--- src/hw/rtl/mlfq_pkg.sv ---
// Shared types, widths and constants of the two-level MLFQ scheduler.
package mlfq_pkg;

    localparam int ID_W       = 3;
    localparam int SLICE_W    = 8;
    localparam int ALLOT_W    = 10;
    localparam int TIME_W     = 16;
    localparam int ADDR_W     = 4;
    localparam int DATA_W     = 32;
    localparam int REG_IDX_W  = 2;

    localparam logic LVL_TOP     = 1'b1;
    localparam logic LVL_LOW     = 1'b0;
    localparam logic MODE_ARRIVE = 1'b0;
    localparam logic MODE_TICK   = 1'b1;

    localparam logic [REG_IDX_W-1:0] REG_TOP_SLICE = 2'd0;
    localparam logic [REG_IDX_W-1:0] REG_TOP_ALLOT = 2'd1;
    localparam logic [REG_IDX_W-1:0] REG_LOW_SLICE = 2'd2;
    localparam logic [REG_IDX_W-1:0] REG_LOW_ALLOT = 2'd3;

    localparam logic [SLICE_W-1:0] TOP_SLICE_RST = 8'd3;
    localparam logic [ALLOT_W-1:0] TOP_ALLOT_RST = 10'd6;
    localparam logic [SLICE_W-1:0] LOW_SLICE_RST = 8'd10;
    localparam logic [ALLOT_W-1:0] LOW_ALLOT_RST = 10'd20;

    typedef enum logic [2:0] {
        ST_IDLE,
        ST_ARRIVE,
        ST_PICK,
        ST_HEAD,
        ST_EXEC
    } sched_state_t;

    typedef struct packed {
        logic [SLICE_W-1:0] top_slice;
        logic [ALLOT_W-1:0] top_allot;
        logic [SLICE_W-1:0] low_slice;
        logic [ALLOT_W-1:0] low_allot;
    } cfg_t;

    typedef struct packed {
        logic [SLICE_W-1:0] slice_left;
        logic [ALLOT_W-1:0] allot_left;
        logic [TIME_W-1:0]  time_left;
    } job_rec_t;

    typedef struct packed {
        logic rd_en;
        logic rd_lvl;
        logic pop;
        logic pop_lvl;
        logic push;
        logic push_lvl;
    } queue_cmd_t;

    typedef struct packed {
        logic top_busy;
        logic low_busy;
    } queue_stat_t;

    typedef struct packed {
        logic rd_en;
        logic wr_en;
        logic arrive;
        logic run;
        logic finish;
    } job_cmd_t;

endpackage

--- src/hw/rtl/mlfq_if.sv ---
// Valid/ready channel interfaces for scheduler requests and reports.
interface mlfq_req_if;
    import mlfq_pkg::*;

    logic              valid;
    logic              ready;
    logic              mode;
    logic [ID_W-1:0]   arriving_job;
    logic [TIME_W-1:0] run_length;

    modport source (output valid, mode, arriving_job, run_length, input ready);
    modport sink   (input valid, mode, arriving_job, run_length, output ready);
endinterface

interface mlfq_rsp_if;
    import mlfq_pkg::*;

    logic              valid;
    logic              ready;
    logic              idle;
    logic [ID_W-1:0]   ran_job;
    logic              ran_level;
    logic              first_run;
    logic              finished;
    logic              demoted;
    logic [TIME_W-1:0] time_left;

    modport source (
        output valid, idle, ran_job, ran_level, first_run, finished, demoted, time_left,
        input  ready
    );
    modport sink (
        input  valid, idle, ran_job, ran_level, first_run, finished, demoted, time_left,
        output ready
    );
endinterface

--- src/hw/rtl/mlfq_two_level_scheduler.sv ---
// Two-level MLFQ scheduler top: item sequencer, result register, submodule wiring.
// Arrival: accepted in IDLE; job record and queue written next, for a valid inactive id.
// Tick: accept, queue head read, job record read, update; the result is registered in the
// update step and the next item is then taken in IDLE; an idle tick reports from the head-read
// step, as two registered reads chain. A result not taken holds the tick in its last step.
// Reset empties both queues and clears the job flags at once; no clearing pass is needed.
module mlfq_two_level_scheduler #(
    parameter int JOBS = 8
) (
    input  logic                          clk,
    input  logic                          rst_n,
    mlfq_req_if.sink                      request,
    mlfq_rsp_if.source                    report,
    input  logic                          psel,
    input  logic                          penable,
    input  logic                          pwrite,
    input  logic [mlfq_pkg::ADDR_W-1:0]   paddr,
    input  logic [mlfq_pkg::DATA_W-1:0]   pwdata,
    output logic [mlfq_pkg::DATA_W-1:0]   prdata,
    output logic                          pready
);
    import mlfq_pkg::*;

    localparam int JIDX_W = $clog2(JOBS);

    typedef struct packed {
        logic              idle;
        logic [ID_W-1:0]   ran_job;
        logic              ran_level;
        logic              first_run;
        logic              finished;
        logic              demoted;
        logic [TIME_W-1:0] time_left;
    } rsp_t;

    sched_state_t      state_reg, state_next;
    logic              mode_reg, mode_next;
    logic [ID_W-1:0]   job_reg, job_next;
    logic [TIME_W-1:0] len_reg, len_next;
    logic              lvl_reg, lvl_next;
    logic              out_valid_reg, out_valid_next;
    rsp_t              out_reg, out_next;

    cfg_t              cfg;
    queue_cmd_t        q_cmd;
    queue_stat_t       q_stat;
    logic [JIDX_W-1:0] q_push_id;
    logic [JIDX_W-1:0] q_head_id;
    job_cmd_t          j_cmd;
    logic [JIDX_W-1:0] j_idx;
    job_rec_t          j_wr_rec;
    job_rec_t          j_rd_rec;
    logic              j_active;
    logic              j_started;

    logic              item_acc;
    logic              out_free;
    logic              arrive_ok;
    logic [SLICE_W-1:0] slice_dec;
    logic [ALLOT_W-1:0] allot_dec;
    logic [TIME_W-1:0]  time_dec;
    logic              fin;
    logic              slice_end;
    logic              dem;

    mlfq_regs u_regs (
        .clk     (clk),
        .rst_n   (rst_n),
        .psel    (psel),
        .penable (penable),
        .pwrite  (pwrite),
        .paddr   (paddr),
        .pwdata  (pwdata),
        .prdata  (prdata),
        .pready  (pready),
        .cfg     (cfg)
    );

    mlfq_queue #(.JOBS(JOBS)) u_queue (
        .clk     (clk),
        .rst_n   (rst_n),
        .cmd     (q_cmd),
        .push_id (q_push_id),
        .head_id (q_head_id),
        .stat    (q_stat)
    );

    mlfq_jobs #(.JOBS(JOBS)) u_jobs (
        .clk     (clk),
        .rst_n   (rst_n),
        .cmd     (j_cmd),
        .idx     (j_idx),
        .wr_rec  (j_wr_rec),
        .rd_rec  (j_rd_rec),
        .active  (j_active),
        .started (j_started)
    );

    assign item_acc  = request.valid && request.ready;
    assign out_free  = !out_valid_reg || report.ready;
    assign arrive_ok = (int'(job_reg) < JOBS) && !j_active;

    // one tick of the head job, saturating at zero
    assign allot_dec = (j_rd_rec.allot_left != '0) ? j_rd_rec.allot_left - ALLOT_W'(1) : '0;
    assign time_dec  = (j_rd_rec.time_left != '0) ? j_rd_rec.time_left - TIME_W'(1) : '0;
    assign slice_dec = (j_rd_rec.slice_left != '0) ? j_rd_rec.slice_left - SLICE_W'(1) : '0;
    assign fin       = (time_dec == '0);
    assign slice_end = (slice_dec == '0);
    assign dem       = !fin && slice_end && (lvl_reg == LVL_TOP) && (allot_dec == '0);

    assign report.valid     = out_valid_reg;
    assign report.idle      = out_reg.idle;
    assign report.ran_job   = out_reg.ran_job;
    assign report.ran_level = out_reg.ran_level;
    assign report.first_run = out_reg.first_run;
    assign report.finished  = out_reg.finished;
    assign report.demoted   = out_reg.demoted;
    assign report.time_left = out_reg.time_left;

    // next state
    always_comb
    begin
        state_next = state_reg;
        case (state_reg)
            ST_IDLE:
            begin
                if (item_acc)
                begin
                    state_next = (request.mode == MODE_TICK) ? ST_PICK : ST_ARRIVE;
                end
            end
            ST_ARRIVE:
            begin
                state_next = ST_IDLE;
            end
            ST_PICK:
            begin
                if (q_stat.top_busy || q_stat.low_busy)
                begin
                    state_next = ST_HEAD;
                end
                else if (out_free)
                begin
                    state_next = ST_IDLE;
                end
            end
            ST_HEAD:
            begin
                state_next = ST_EXEC;
            end
            ST_EXEC:
            begin
                if (out_free)
                begin
                    state_next = ST_IDLE;
                end
            end
            default:
            begin
                state_next = ST_IDLE;
            end
        endcase
    end

    // outputs and datapath controls
    always_comb
    begin
        request.ready  = 1'b0;
        mode_next      = mode_reg;
        job_next       = job_reg;
        len_next       = len_reg;
        lvl_next       = lvl_reg;
        out_valid_next = out_valid_reg && !report.ready;
        out_next       = out_reg;
        q_cmd          = '0;
        q_push_id      = q_head_id;
        j_cmd          = '0;
        j_idx          = q_head_id;
        j_wr_rec       = '0;

        case (state_reg)
            ST_IDLE:
            begin
                request.ready = 1'b1;
                if (item_acc)
                begin
                    mode_next = request.mode;
                    job_next  = request.arriving_job;
                    len_next  = request.run_length;
                end
            end
            ST_ARRIVE:
            begin
                j_idx     = JIDX_W'(job_reg);
                q_push_id = JIDX_W'(job_reg);
                if (arrive_ok)
                begin
                    j_cmd.wr_en         = 1'b1;
                    j_cmd.arrive        = 1'b1;
                    j_wr_rec.slice_left = cfg.top_slice;
                    j_wr_rec.allot_left = cfg.top_allot;
                    j_wr_rec.time_left  = len_reg;
                    q_cmd.push          = 1'b1;
                    q_cmd.push_lvl      = LVL_TOP;
                end
            end
            ST_PICK:
            begin
                if (q_stat.top_busy || q_stat.low_busy)
                begin
                    lvl_next     = q_stat.top_busy ? LVL_TOP : LVL_LOW;
                    q_cmd.rd_en  = 1'b1;
                    q_cmd.rd_lvl = q_stat.top_busy ? LVL_TOP : LVL_LOW;
                end
                else if (out_free)
                begin
                    out_valid_next = 1'b1;
                    out_next       = '0;
                    out_next.idle  = 1'b1;
                end
            end
            ST_HEAD:
            begin
                j_cmd.rd_en = 1'b1;
            end
            ST_EXEC:
            begin
                if (out_free)
                begin
                    j_cmd.wr_en         = 1'b1;
                    j_cmd.run           = 1'b1;
                    j_cmd.finish        = fin;
                    j_wr_rec.slice_left = slice_dec;
                    j_wr_rec.allot_left = allot_dec;
                    j_wr_rec.time_left  = time_dec;
                    if (!fin && slice_end)
                    begin
                        if (dem)
                        begin
                            j_wr_rec.slice_left = cfg.low_slice;
                            j_wr_rec.allot_left = cfg.low_allot;
                        end
                        else
                        begin
                            j_wr_rec.slice_left = (lvl_reg == LVL_TOP) ? cfg.top_slice
                                                                       : cfg.low_slice;
                        end
                    end
                    q_cmd.pop      = fin || slice_end;
                    q_cmd.pop_lvl  = lvl_reg;
                    q_cmd.push     = !fin && slice_end;
                    q_cmd.push_lvl = dem ? LVL_LOW : lvl_reg;

                    out_valid_next     = 1'b1;
                    out_next.idle      = 1'b0;
                    out_next.ran_job   = ID_W'(q_head_id);
                    out_next.ran_level = lvl_reg;
                    out_next.first_run = !j_started;
                    out_next.finished  = fin;
                    out_next.demoted   = dem;
                    out_next.time_left = time_dec;
                end
            end
            default:
            begin
                request.ready = 1'b0;
            end
        endcase
    end

    always_ff @(posedge clk or negedge rst_n)
    begin
        if (!rst_n)
        begin
            state_reg     <= ST_IDLE;
            out_valid_reg <= 1'b0;
        end
        else
        begin
            state_reg     <= state_next;
            out_valid_reg <= out_valid_next;
        end
    end

    always_ff @(posedge clk)
    begin
        mode_reg <= mode_next;
        job_reg  <= job_next;
        len_reg  <= len_next;
        lvl_reg  <= lvl_next;
        out_reg  <= out_next;
    end

    a_idle_clean: assert property (@(posedge clk) disable iff (!rst_n)
        report.valid && report.idle |->
            report.ran_job == '0 && !report.finished && !report.demoted
            && !report.first_run && report.time_left == '0)
        else $error("idle report carries job fields");

    a_fin_zero: assert property (@(posedge clk) disable iff (!rst_n)
        report.valid && report.finished |-> report.time_left == '0)
        else $error("finished job reports time left");

    a_dem_top: assert property (@(posedge clk) disable iff (!rst_n)
        report.valid && report.demoted |-> report.ran_level == LVL_TOP && !report.finished)
        else $error("demotion from low level or with finish");

    a_rsp_src: assert property (@(posedge clk) disable iff (!rst_n)
        $rose(out_valid_reg) |-> $past(state_reg) == ST_PICK || $past(state_reg) == ST_EXEC)
        else $error("report raised outside a tick step");

endmodule

--- src/hw/rtl/mlfq_regs.sv ---
// APB configuration registers: slice and allotment per level.
module mlfq_regs (
    input  logic                          clk,
    input  logic                          rst_n,
    input  logic                          psel,
    input  logic                          penable,
    input  logic                          pwrite,
    input  logic [mlfq_pkg::ADDR_W-1:0]   paddr,
    input  logic [mlfq_pkg::DATA_W-1:0]   pwdata,
    output logic [mlfq_pkg::DATA_W-1:0]   prdata,
    output logic                          pready,
    output mlfq_pkg::cfg_t                cfg
);
    import mlfq_pkg::*;

    cfg_t                 cfg_reg;
    cfg_t                 cfg_next;
    logic [REG_IDX_W-1:0] reg_idx;
    logic                 wr_en;

    assign reg_idx = paddr[ADDR_W-1:2];
    assign wr_en   = psel && penable && pwrite;
    assign pready  = 1'b1;
    assign cfg     = cfg_reg;

    always_comb
    begin
        cfg_next = cfg_reg;
        if (wr_en)
        begin
            case (reg_idx)
                REG_TOP_SLICE: cfg_next.top_slice = pwdata[SLICE_W-1:0];
                REG_TOP_ALLOT: cfg_next.top_allot = pwdata[ALLOT_W-1:0];
                REG_LOW_SLICE: cfg_next.low_slice = pwdata[SLICE_W-1:0];
                REG_LOW_ALLOT: cfg_next.low_allot = pwdata[ALLOT_W-1:0];
                default:       cfg_next = cfg_reg;
            endcase
        end
    end

    always_comb
    begin
        case (reg_idx)
            REG_TOP_SLICE: prdata = DATA_W'(cfg_reg.top_slice);
            REG_TOP_ALLOT: prdata = DATA_W'(cfg_reg.top_allot);
            REG_LOW_SLICE: prdata = DATA_W'(cfg_reg.low_slice);
            REG_LOW_ALLOT: prdata = DATA_W'(cfg_reg.low_allot);
            default:       prdata = '0;
        endcase
    end

    always_ff @(posedge clk or negedge rst_n)
    begin
        if (!rst_n)
        begin
            cfg_reg.top_slice <= TOP_SLICE_RST;
            cfg_reg.top_allot <= TOP_ALLOT_RST;
            cfg_reg.low_slice <= LOW_SLICE_RST;
            cfg_reg.low_allot <= LOW_ALLOT_RST;
        end
        else
        begin
            cfg_reg <= cfg_next;
        end
    end

endmodule

--- src/hw/rtl/mlfq_queue.sv ---
// Both ready queues in one memory, addressed {level, slot}, with head/count per level.
module mlfq_queue #(
    parameter int JOBS = 8
) (
    input  logic                      clk,
    input  logic                      rst_n,
    input  mlfq_pkg::queue_cmd_t      cmd,
    input  logic [$clog2(JOBS)-1:0]   push_id,
    output logic [$clog2(JOBS)-1:0]   head_id,
    output mlfq_pkg::queue_stat_t     stat
);
    import mlfq_pkg::*;

    localparam int PTR_W  = $clog2(JOBS);
    localparam int CNT_W  = $clog2(JOBS + 1);
    localparam int SUM_W  = PTR_W + 1;
    localparam int QDEPTH = 2 * (2 ** PTR_W);

    logic [PTR_W-1:0] mem [QDEPTH];
    logic [PTR_W-1:0] rd_data_reg;

    logic [PTR_W-1:0] top_head_reg, top_head_next;
    logic [PTR_W-1:0] low_head_reg, low_head_next;
    logic [CNT_W-1:0] top_cnt_reg, top_cnt_next;
    logic [CNT_W-1:0] low_cnt_reg, low_cnt_next;
    logic [PTR_W-1:0] rd_ptr;
    logic [PTR_W-1:0] wr_ptr;
    logic [PTR_W:0]   rd_addr;
    logic [PTR_W:0]   wr_addr;

    // tail slot = (head + count) mod JOBS; the sum stays below 2*JOBS
    function automatic logic [PTR_W-1:0] tail_slot(logic [PTR_W-1:0] head,
                                                  logic [CNT_W-1:0] cnt);
        logic [SUM_W-1:0] sum;
        sum = SUM_W'(head) + SUM_W'(cnt);
        if (sum >= SUM_W'(JOBS))
        begin
            sum = sum - SUM_W'(JOBS);
        end
        return sum[PTR_W-1:0];
    endfunction

    function automatic logic [PTR_W-1:0] next_slot(logic [PTR_W-1:0] head);
        logic [PTR_W-1:0] nxt;
        nxt = (head == PTR_W'(JOBS - 1)) ? '0 : head + PTR_W'(1);
        return nxt;
    endfunction

    assign rd_ptr  = (cmd.rd_lvl == LVL_TOP) ? top_head_reg : low_head_reg;
    assign wr_ptr  = (cmd.push_lvl == LVL_TOP) ? tail_slot(top_head_reg, top_cnt_reg)
                                               : tail_slot(low_head_reg, low_cnt_reg);
    assign rd_addr = {cmd.rd_lvl, rd_ptr};
    assign wr_addr = {cmd.push_lvl, wr_ptr};

    assign head_id       = rd_data_reg;
    assign stat.top_busy = (top_cnt_reg != '0);
    assign stat.low_busy = (low_cnt_reg != '0);

    always_comb
    begin
        top_head_next = top_head_reg;
        low_head_next = low_head_reg;
        top_cnt_next  = top_cnt_reg;
        low_cnt_next  = low_cnt_reg;
        if (cmd.push && cmd.push_lvl == LVL_TOP)
        begin
            top_cnt_next = top_cnt_next + CNT_W'(1);
        end
        if (cmd.push && cmd.push_lvl == LVL_LOW)
        begin
            low_cnt_next = low_cnt_next + CNT_W'(1);
        end
        if (cmd.pop && cmd.pop_lvl == LVL_TOP)
        begin
            top_head_next = next_slot(top_head_reg);
            top_cnt_next  = top_cnt_next - CNT_W'(1);
        end
        if (cmd.pop && cmd.pop_lvl == LVL_LOW)
        begin
            low_head_next = next_slot(low_head_reg);
            low_cnt_next  = low_cnt_next - CNT_W'(1);
        end
    end

    always_ff @(posedge clk or negedge rst_n)
    begin
        if (!rst_n)
        begin
            top_head_reg <= '0;
            low_head_reg <= '0;
            top_cnt_reg  <= '0;
            low_cnt_reg  <= '0;
        end
        else
        begin
            top_head_reg <= top_head_next;
            low_head_reg <= low_head_next;
            top_cnt_reg  <= top_cnt_next;
            low_cnt_reg  <= low_cnt_next;
        end
    end

    always_ff @(posedge clk)
    begin
        if (cmd.push)
        begin
            mem[wr_addr] <= push_id;
        end
        if (cmd.rd_en)
        begin
            rd_data_reg <= mem[rd_addr];
        end
    end

endmodule

--- src/hw/rtl/mlfq_jobs.sv ---
// Per-job record memory (slice, allotment, time left) plus active/started flags.
module mlfq_jobs #(
    parameter int JOBS = 8
) (
    input  logic                      clk,
    input  logic                      rst_n,
    input  mlfq_pkg::job_cmd_t        cmd,
    input  logic [$clog2(JOBS)-1:0]   idx,
    input  mlfq_pkg::job_rec_t        wr_rec,
    output mlfq_pkg::job_rec_t        rd_rec,
    output logic                      active,
    output logic                      started
);
    import mlfq_pkg::*;

    job_rec_t        mem [JOBS];
    job_rec_t        rd_rec_reg;
    logic [JOBS-1:0] active_reg, active_next;
    logic [JOBS-1:0] started_reg, started_next;

    assign rd_rec  = rd_rec_reg;
    assign active  = active_reg[idx];
    assign started = started_reg[idx];

    always_comb
    begin
        active_next  = active_reg;
        started_next = started_reg;
        if (cmd.arrive)
        begin
            active_next[idx]  = 1'b1;
            started_next[idx] = 1'b0;
        end
        if (cmd.run)
        begin
            started_next[idx] = 1'b1;
        end
        if (cmd.finish)
        begin
            active_next[idx] = 1'b0;
        end
    end

    always_ff @(posedge clk or negedge rst_n)
    begin
        if (!rst_n)
        begin
            active_reg  <= '0;
            started_reg <= '0;
        end
        else
        begin
            active_reg  <= active_next;
            started_reg <= started_next;
        end
    end

    always_ff @(posedge clk)
    begin
        if (cmd.wr_en)
        begin
            mem[idx] <= wr_rec;
        end
        if (cmd.rd_en)
        begin
            rd_rec_reg <= mem[idx];
        end
    end

endmodule
--- src/flat_wrapper.sv ---
// flat-port wrapper written by rule: the top's interface ports become plain ports
module mlfq_two_level_scheduler_flat import mlfq_pkg::*;
#(
    parameter int JOBS = 8
)
  (clk, rst_n, psel, penable, pwrite, paddr, pwdata, prdata, pready, request_valid, request_mode, request_arriving_job, request_run_length, request_ready, report_valid, report_idle, report_ran_job, report_ran_level, report_first_run, report_finished, report_demoted, report_time_left, report_ready);
  mlfq_req_if request_i ();
  mlfq_rsp_if report_i ();
  input  logic clk;
  input  logic rst_n;
  input  logic psel;
  input  logic penable;
  input  logic pwrite;
  input  logic [mlfq_pkg::ADDR_W-1:0] paddr;
  input  logic [mlfq_pkg::DATA_W-1:0] pwdata;
  output logic [mlfq_pkg::DATA_W-1:0] prdata;
  output logic pready;
  input wire logic [$bits(request_i.valid)-1:0] request_valid;
  input wire logic [$bits(request_i.mode)-1:0] request_mode;
  input wire logic [$bits(request_i.arriving_job)-1:0] request_arriving_job;
  input wire logic [$bits(request_i.run_length)-1:0] request_run_length;
  output wire logic [$bits(request_i.ready)-1:0] request_ready;
  output wire logic [$bits(report_i.valid)-1:0] report_valid;
  output wire logic [$bits(report_i.idle)-1:0] report_idle;
  output wire logic [$bits(report_i.ran_job)-1:0] report_ran_job;
  output wire logic [$bits(report_i.ran_level)-1:0] report_ran_level;
  output wire logic [$bits(report_i.first_run)-1:0] report_first_run;
  output wire logic [$bits(report_i.finished)-1:0] report_finished;
  output wire logic [$bits(report_i.demoted)-1:0] report_demoted;
  output wire logic [$bits(report_i.time_left)-1:0] report_time_left;
  input wire logic [$bits(report_i.ready)-1:0] report_ready;
  assign request_i.valid = request_valid;
  assign request_i.mode = request_mode;
  assign request_i.arriving_job = request_arriving_job;
  assign request_i.run_length = request_run_length;
  assign request_ready = request_i.ready;
  assign report_valid = report_i.valid;
  assign report_idle = report_i.idle;
  assign report_ran_job = report_i.ran_job;
  assign report_ran_level = report_i.ran_level;
  assign report_first_run = report_i.first_run;
  assign report_finished = report_i.finished;
  assign report_demoted = report_i.demoted;
  assign report_time_left = report_i.time_left;
  assign report_i.ready = report_ready;
  mlfq_two_level_scheduler #(.JOBS(JOBS)) u_core (.clk(clk), .rst_n(rst_n), .request(request_i), .report(report_i), .psel(psel), .penable(penable), .pwrite(pwrite), .paddr(paddr), .pwdata(pwdata), .prdata(prdata), .pready(pready));
endmodule
--- config.mk ---
export PLATFORM = sky130hd
export DESIGN_NAME = mlfq_two_level_scheduler_flat
export DESIGN_NICKNAME = d
export VERILOG_FILES = /design/src/hw/rtl/mlfq_pkg.sv /design/src/hw/rtl/mlfq_if.sv /design/src/hw/rtl/mlfq_two_level_scheduler.sv /design/src/hw/rtl/mlfq_regs.sv /design/src/hw/rtl/mlfq_queue.sv /design/src/hw/rtl/mlfq_jobs.sv /design/src/flat_wrapper.sv
export SDC_FILE = /design/constraint.sdc
export NUM_CORES = 1
export LEC_CHECK = 0
export ABC_AREA = 0
export BUFFER_PORTS_ARGS = -buffer_cell sky130_fd_sc_hd__buf_2
export CAP_MARGIN = 5
export CORE_MARGIN = 2
export CORE_UTILIZATION = 50
export DETAILED_ROUTE_END_ITERATION = 8
export GPL_TIMING_DRIVEN = 0
export PLACE_DENSITY_LB_ADDON = 0.15
export SYNTH_ARGS = -nofsm -noshare
export SYNTH_HDL_FRONTEND = slang
export SYNTH_SLANG_ARGS = --single-unit
--- constraint.sdc ---
create_clock -name clk -period 7.6 [get_ports clk]
set_input_delay 2.28 -clock clk [delete_from_list [all_inputs] [get_ports clk]]
set_output_delay 2.28 -clock clk [all_outputs]
set_load 0.02 [all_outputs]
==> run_results.csv, run 1 <==
group,metric,value,unit
setup_path,critical-path-slowest-cell,"buf_1",
clocking,cts_buffers,49,
logic_synthesis,yosys.area_share.simple,8.92,%
die,fp.dieH,203,µm
job,drv_cap,0,
logic_synthesis,synth_compound_area_share,9.92,%
setup_path,cp.buffers_inverters,3,
logic_synthesis,synth_mux_area_share,6.01,%
place,place_area,21300,µm²
logic_synthesis,synth_area,19700,µm²
clocking,cts_sinks,471,
sta,max_slew_margin,12.6,%
drt,avgRoutedWirePerCell,24.0,µm
setup_path,endpoint_kind,"output port",
global_routing,grt_max_degree,56,
global_routing,grt_first_pass_wirelength,76100,µm
layout,post-route-util,58.9,%
global_routing,overflow,0,
sta,max_freq,164,MHz
clocking,cts_tree,"built",
die,die_width,203,µm
clocking,ctsLongestPathBuffers,3,
sta,finalCriticalPeriod,6.11,ns
drt,drt_iter0_drc,1307,
layout,nets,1653,
clocking,cts_resized,0,
pwr,p_leak,0.00820,µW
drt,route.vias.total,12500,
clocking,h-tree-depth,2,
logic_synthesis,synthAdderAreaFrac,1.22,%
layout,largest_reg_flops,272,
setup_path,crit_required,5.32,ns
logic_synthesis,seq_area_frac_synth,70.1,%
logic_synthesis,synth_async_sr_flop_share,14.9,%
clocking,clock_latency,0.61,ns
logic_synthesis,netlist_instances,1389,
min_path,min_path_cells,1,
sta,hold_violations,0,
clocking,ctsHoldBuffers,0,
global_routing,antenna_found_initial,0,
setup_path,cp.arrival,3.83,ns
logic_synthesis,avgSynthCellArea,14.2,µm²
die,pin_count,122,
logic_synthesis,synth_edf_count,401,
clocking,root_buffer,"clkbuf_16",
logic_synthesis,synth_top_area_share,61.1,%
logic_synthesis,synth_top_family_by_area,"compound AO/OA/AOI/OAI gates",
sta,post-route-period-util,80.4,%
drt,ant_nets,0,
logic_synthesis,synth_top_area_cell,"edfxtp_1",
drt,firstDrtPassIters,5,
die,die-area,41000,µm²
sta,drv_slew,0,
outcome,status,"completed",
drt,drc_errors,0,
drt,wl,51000,µm
layout,drive_above_1_share,18.7,%
sta,rsz0062_at_grt,"false",
global_routing,grt_pass1_vias,12200,
logic_synthesis,synth_cell_types,73,
logic_synthesis,synth_warnings,0,
global_routing,grt_usage,25.1,%
pwr,peakVddDrop,192,µV
clocking,post_cts_buffers,0,
drt,viasPerCell,5.88,
pwr,power_density,342,nW/µm²
logic_synthesis,ys_seq_elements,471,
layout,diodes,0,
sta,tightest_slew,1.30,ns
setup_path,rr_worst_depth,10,
layout,design_area,22800,µm²
logic_synthesis,netlist_top_cells_area,"edfxtp_1 (61%), dfrtp_1 (7.9%), a21oi_1 (2.9%)",
sta,fin_worst_skew,0.0371,ns
setup_path,path_class,"in -> out",
clocking,clkTransAtPathRegs,0.06,ns
place,portBuffers,74,
setup_path,startpoint_type,"input pin",
min_path,hp-class,"reg -> reg",
setup_path,cp.depth,4,
die,core,38700,µm²
setup_path,path_max_fanout,10,
setup_path,cpMostUsedCell,"buf_2",
setup_path,crit_family,"buffers and inverters",
layout,area_growth,15.7,%
setup_path,path_cells,"buf_2 > buf_1 > mux4_2 > buf_2",
logic_synthesis,synth-xor-area-share,1.38,%
setup_path,slowest_delay,0.65,ns
logic_synthesis,ys.flop_type,"edfxtp_1",
sta,setup_violations,0,
place,gp_congestion,0.860,
die,row_count,72,
die,initial_utilization,50.9,%
place,post-dp-hpwl,35400,µm
-- stage by stage --
stage	worst slack (ns)	instances	setup TNS (ns)	hold WS, ns	power, µW
2_1_floorplan	1.65	1410	0	0.460	4710
3_3_place_gp	-1.52	2002	-381.44	0.479	5470
3_5_place_dp	1.48	2037	0	0.482	5560
4_1_cts	1.47	2123	0	0.500	7800
5_1_grt	1.39	2125	0	0.512	8120
6_report	1.49	2125	0	0.503	7800
-- layout by cell type, fill, tap and decap left out, types with 8 or more instances in the layout --
master,count
edfxtp_1,401
nand2_1,151
a21oi_1,116
nor2_1,83
buf_2,75
clkbuf_1,67
dfrtp_1,62
a22oi_1,51
clkbuf_16,49
mux2_2,43
nand3_1,42
o21ai_0,42
a22o_1,29
buf_6,27
mux2i_1,25
buf_4,25
conb_1,23
inv_1,22
nor3_1,20
mux4_2,20
xnor2_1,17
a221oi_1,17
ha_1,16
xor2_1,14
nor2b_1,12
nand2b_1,8
nor3_2,8
dfstp_2,8
-- cell usage after synthesis (all sizes together), types with 5 or more instances --
cell type  count
a31oi          5
clkbuf        51
dfrtp         62
dfstp          8
xnor2         17
or3            9
nand2        151
buf           29
nand2b         8
a21oi        116
mux4          20
nor4           6
nor3          28
or4            5
edfxtp       401
nand4          6
xor2          14
and3           5
a211oi         6
inv           22
o21ai         43
mux2          43
nor2          84
nor2b         12
o22ai          6
a221oi        17
a22oi         51
ha            16
mux2i         25
a22o          29
nand3         42
-- report_power, final --
part	leakage, µW	total, µW	switching [µW]	internal (µW)
sequential	0.00460	3500	187	3320
combinational	0.00289	2050	1430	615
clock	0.000716	2250	990	1260
-- logic make-up (layout without fill, tap and decap cells) --
group	after synthesis	in the layout
other cells	2	23
xor+xnor	31	31
mux	88	88
flops	471	471
fa+ha+maj	18	18
simple gates	377	377
buf+inv	103	300
compound gates	299	299
-- final cells by class --
cell class	instances	area [µm²]
Sequential cell	471	13800
Inverter	23	86.3
Clock inverter	20	193
Clock buffer	66	1290
Fill cell	3090	15900
Tap cell	518	648
Multi-Input combinational cell	836	5540
Timing Repair Buffer	111	847
Buffer	80	398
-- per-layer routing --
metal	wire, µm	vias to the layer above	global-route usage, %
li1	-	5630	-
met1	21500	6283	35.3
met2	24000	513	40.1
met3	4470	73	5.44
met4	1130	0	6.33
met5	0	-	0
-- final timing paths --
check,start,end,slack (ns)
worst max-delay path,paddr[3],prdata[7],1.49
worst min-delay path,u_core.u_jobs.started_reg[5],u_core.u_jobs.started_reg[5],0.50
worst max register to register,u_core.state_reg[0],u_core.u_jobs.mem[3][11],2.29
worst min register to register,u_core.u_jobs.started_reg[5],u_core.u_jobs.started_reg[5],0.50
max in group asynchronous,rst_n,u_core.u_regs.cfg[2],5.40
min in group asynchronous,rst_n,u_core.u_jobs.active_reg[5],1.55
Note: power is estimated with default switching activity, not from simulation.
==> inputs of run 2 (changes only) <==
Clock period 7.6 ns to 5.1 ns, I/O delays scaled along.
==> run 2 against run 1 <==
Sequential share of layout area fell by 0.066 points. Sequential cell count did not move. Clock-buffer cell count did not move. Worst hold slack got worse by 0.0019 ns. Cell area rose by 0.11%. Total power rose by 49%. Clock power rose by 49%. Die area did not move. Sequential power rose by 49%. Largest power group unchanged. Highest routed layer unchanged.
==> run_results.csv, run 2 (same netlist as run 1, synthesis figures left out) <==
group,metric,value,unit
outcome,status,"completed",
die,core,38700,µm²
setup_path,path_cells,"inv_1 > ha_1 > clkbuf_1 > or4b_1 > nor4_4 > a21oi_1 > nor3_1 > a21oi_1 > nor2_1 > clkbuf_1 > a21oi_1 > o21ai_0",
setup_path,cp.buffers_inverters,3,
sta,drv_slew,0,
global_routing,grt_pass1_vias,12200,
clocking,ctsHoldBuffers,0,
drt,wl,51000,µm
clocking,clkTransAtPathRegs,0.06,ns
pwr,p_leak,0.00821,µW
global_routing,grt_max_degree,56,
sta,fin_worst_skew,0.0397,ns
layout,fillers,3087,
global_routing,grt_usage,25.1,%
drt,viasPerCell,5.90,
clocking,cts_buffers,49,
min_path,min_path_cells,1,
clocking,root_buffer,"clkbuf_16",
clocking,h-tree-depth,2,
sta,hold_violations,0,
layout,diodes,0,
die,die_width,203,µm
sta,setup_violations,0,
die,pin_count,122,
layout,design_area,22800,µm²
setup_path,cpMostUsedCell,"a21oi_1",
layout,final_cell_mix,"edfxtp_1 (401), nand2_1 (151), a21oi_1 (116), nor2_1 (83), buf_2 (75)",
pwr,power,11600,µW
clocking,ctsLongestPathBuffers,3,
layout,nets,1653,
die,die-area,41000,µm²
layout,area_growth,15.9,%
setup_path,crit_family,"compound AO/OA/AOI/OAI gates",
sta,finalCriticalPeriod,4.87,ns
sta,setup_ws,0.231,ns
setup_path,cp.depth,12,
drt,firstDrtPassIters,7,
layout,largest_reg_flops,272,
global_routing,grt_first_pass_wirelength,76100,µm
min_path,hp-class,"reg -> reg",
sta,post-route-period-util,95.5,%
setup_path,endpoint_kind,"register",
drt,avgRoutedWirePerCell,24.0,µm
die,initial_utilization,50.9,%
clocking,cts_tree,"built",
place,portBuffers,74,
place,placed_cells,2037,
sta,tightest_slew,1.23,ns
place,dp_worst_setup_slack,-0.0913,ns
pwr,power_density,510,nW/µm²
clocking,clock_latency,0.61,ns
setup_path,path_class,"reg -> reg",
job,drv_cap,0,
pwr,peakVddDrop,287,µV
die,fp.dieH,203,µm
setup_path,cp.arrival,5.09,ns
setup_path,critical-path-slowest-cell,"o21ai_0",
clocking,cts_sinks,471,
setup_path,startpoint_type,"register",
place,place_area,21300,µm²
sta,rsz0062_at_grt,"false",
global_routing,overflow,0,
clocking,post_cts_buffers,0,
place,gp_congestion,0.860,
drt,route.vias.total,12500,
global_routing,antenna_found_initial,0,
setup_path,rr_worst_depth,12,
drt,drc_errors,0,
setup_path,path_max_fanout,10,
layout,drive_above_1_share,18.7,%
die,row_count,72,
layout,final_common_cell,"edfxtp_1",
sta,max_slew_margin,17.9,%
setup_path,slowest_delay,0.94,ns
layout,instances_no_fill,2125,
drt,drt_iter0_drc,1314,
drt,ant_nets,0,
sta,max_freq,205,MHz
place,post-dp-hpwl,35400,µm
setup_path,crit_required,5.32,ns
[run 2: layout make-up]
cell class / instances / area (µm²) / area share, %
plain buffers: 80 / 398 / 1.74
inverters: 23 / 86.3 / 0.378
clock buffers: 66 / 1290 / 5.65
multi-input cells: 836 / 5560 / 24.4
clock inverters: 20 / 193 / 0.844
flip-flops and latches: 471 / 13800 / 60.5
well taps: 518 / 648 / 2.84
repair buffers: 111 / 847 / 3.71
[run 2: repair_timing]
| action | 4_1_cts | 5_1_grt |
|---|---|---|
| endpoints found under the setup margin | 21 | 67 |
| pin swaps | 0 | 0 |
| gates resized for setup | 1 | 4 |
[run 2: final timing paths]
kind | startpoint | to | slack, ns
worst max-delay path | u_core.u_jobs.rd_rec[26] | u_core.u_jobs.mem[0][18] | 0.23
worst min register to register | u_core.u_jobs.started_reg[5] | u_core.u_jobs.started_reg[5] | 0.50
worst max register to register | u_core.u_jobs.rd_rec[26] | u_core.u_jobs.mem[0][18] | 0.23
min in group asynchronous | rst_n | u_core.u_jobs.active_reg[5] | 0.79
worst min-delay path | u_core.u_jobs.started_reg[5] | u_core.u_jobs.started_reg[5] | 0.50
max in group asynchronous | rst_n | u_core.u_regs.cfg[2] | 3.66
[run 2: per-stage QoR]
| step | TNS [ns] | util, % | hold slack, ns |
|---|---|---|---|
| 2_1_floorplan | -117.86 | - | 0.460 |
| 3_3_place_gp | -1028.05 | 53.7 | 0.479 |
| 3_5_place_dp | -1.42 | 55.0 | 0.482 |
| 4_1_cts | 0 | 58.8 | 0.500 |
| 5_1_grt | 0 | 58.9 | 0.512 |
| 6_report | 0 | 58.9 | 0.501 |
[run 2: power by group]
group	internal [µW]	total, µW	switching (µW)
clock network	1880	3360	1480
logic	920	3060	2140
registers	4940	5220	281
[run 2: per-layer routing]
metal	part of all wire [%]	vias up	GRT usage, %
li1	-	5629	-
met5	0	-	0
met4	2.2	0	6.33
met3	8.9	72	5.44
met2	47	504	40.1
met1	42	6324	35.3
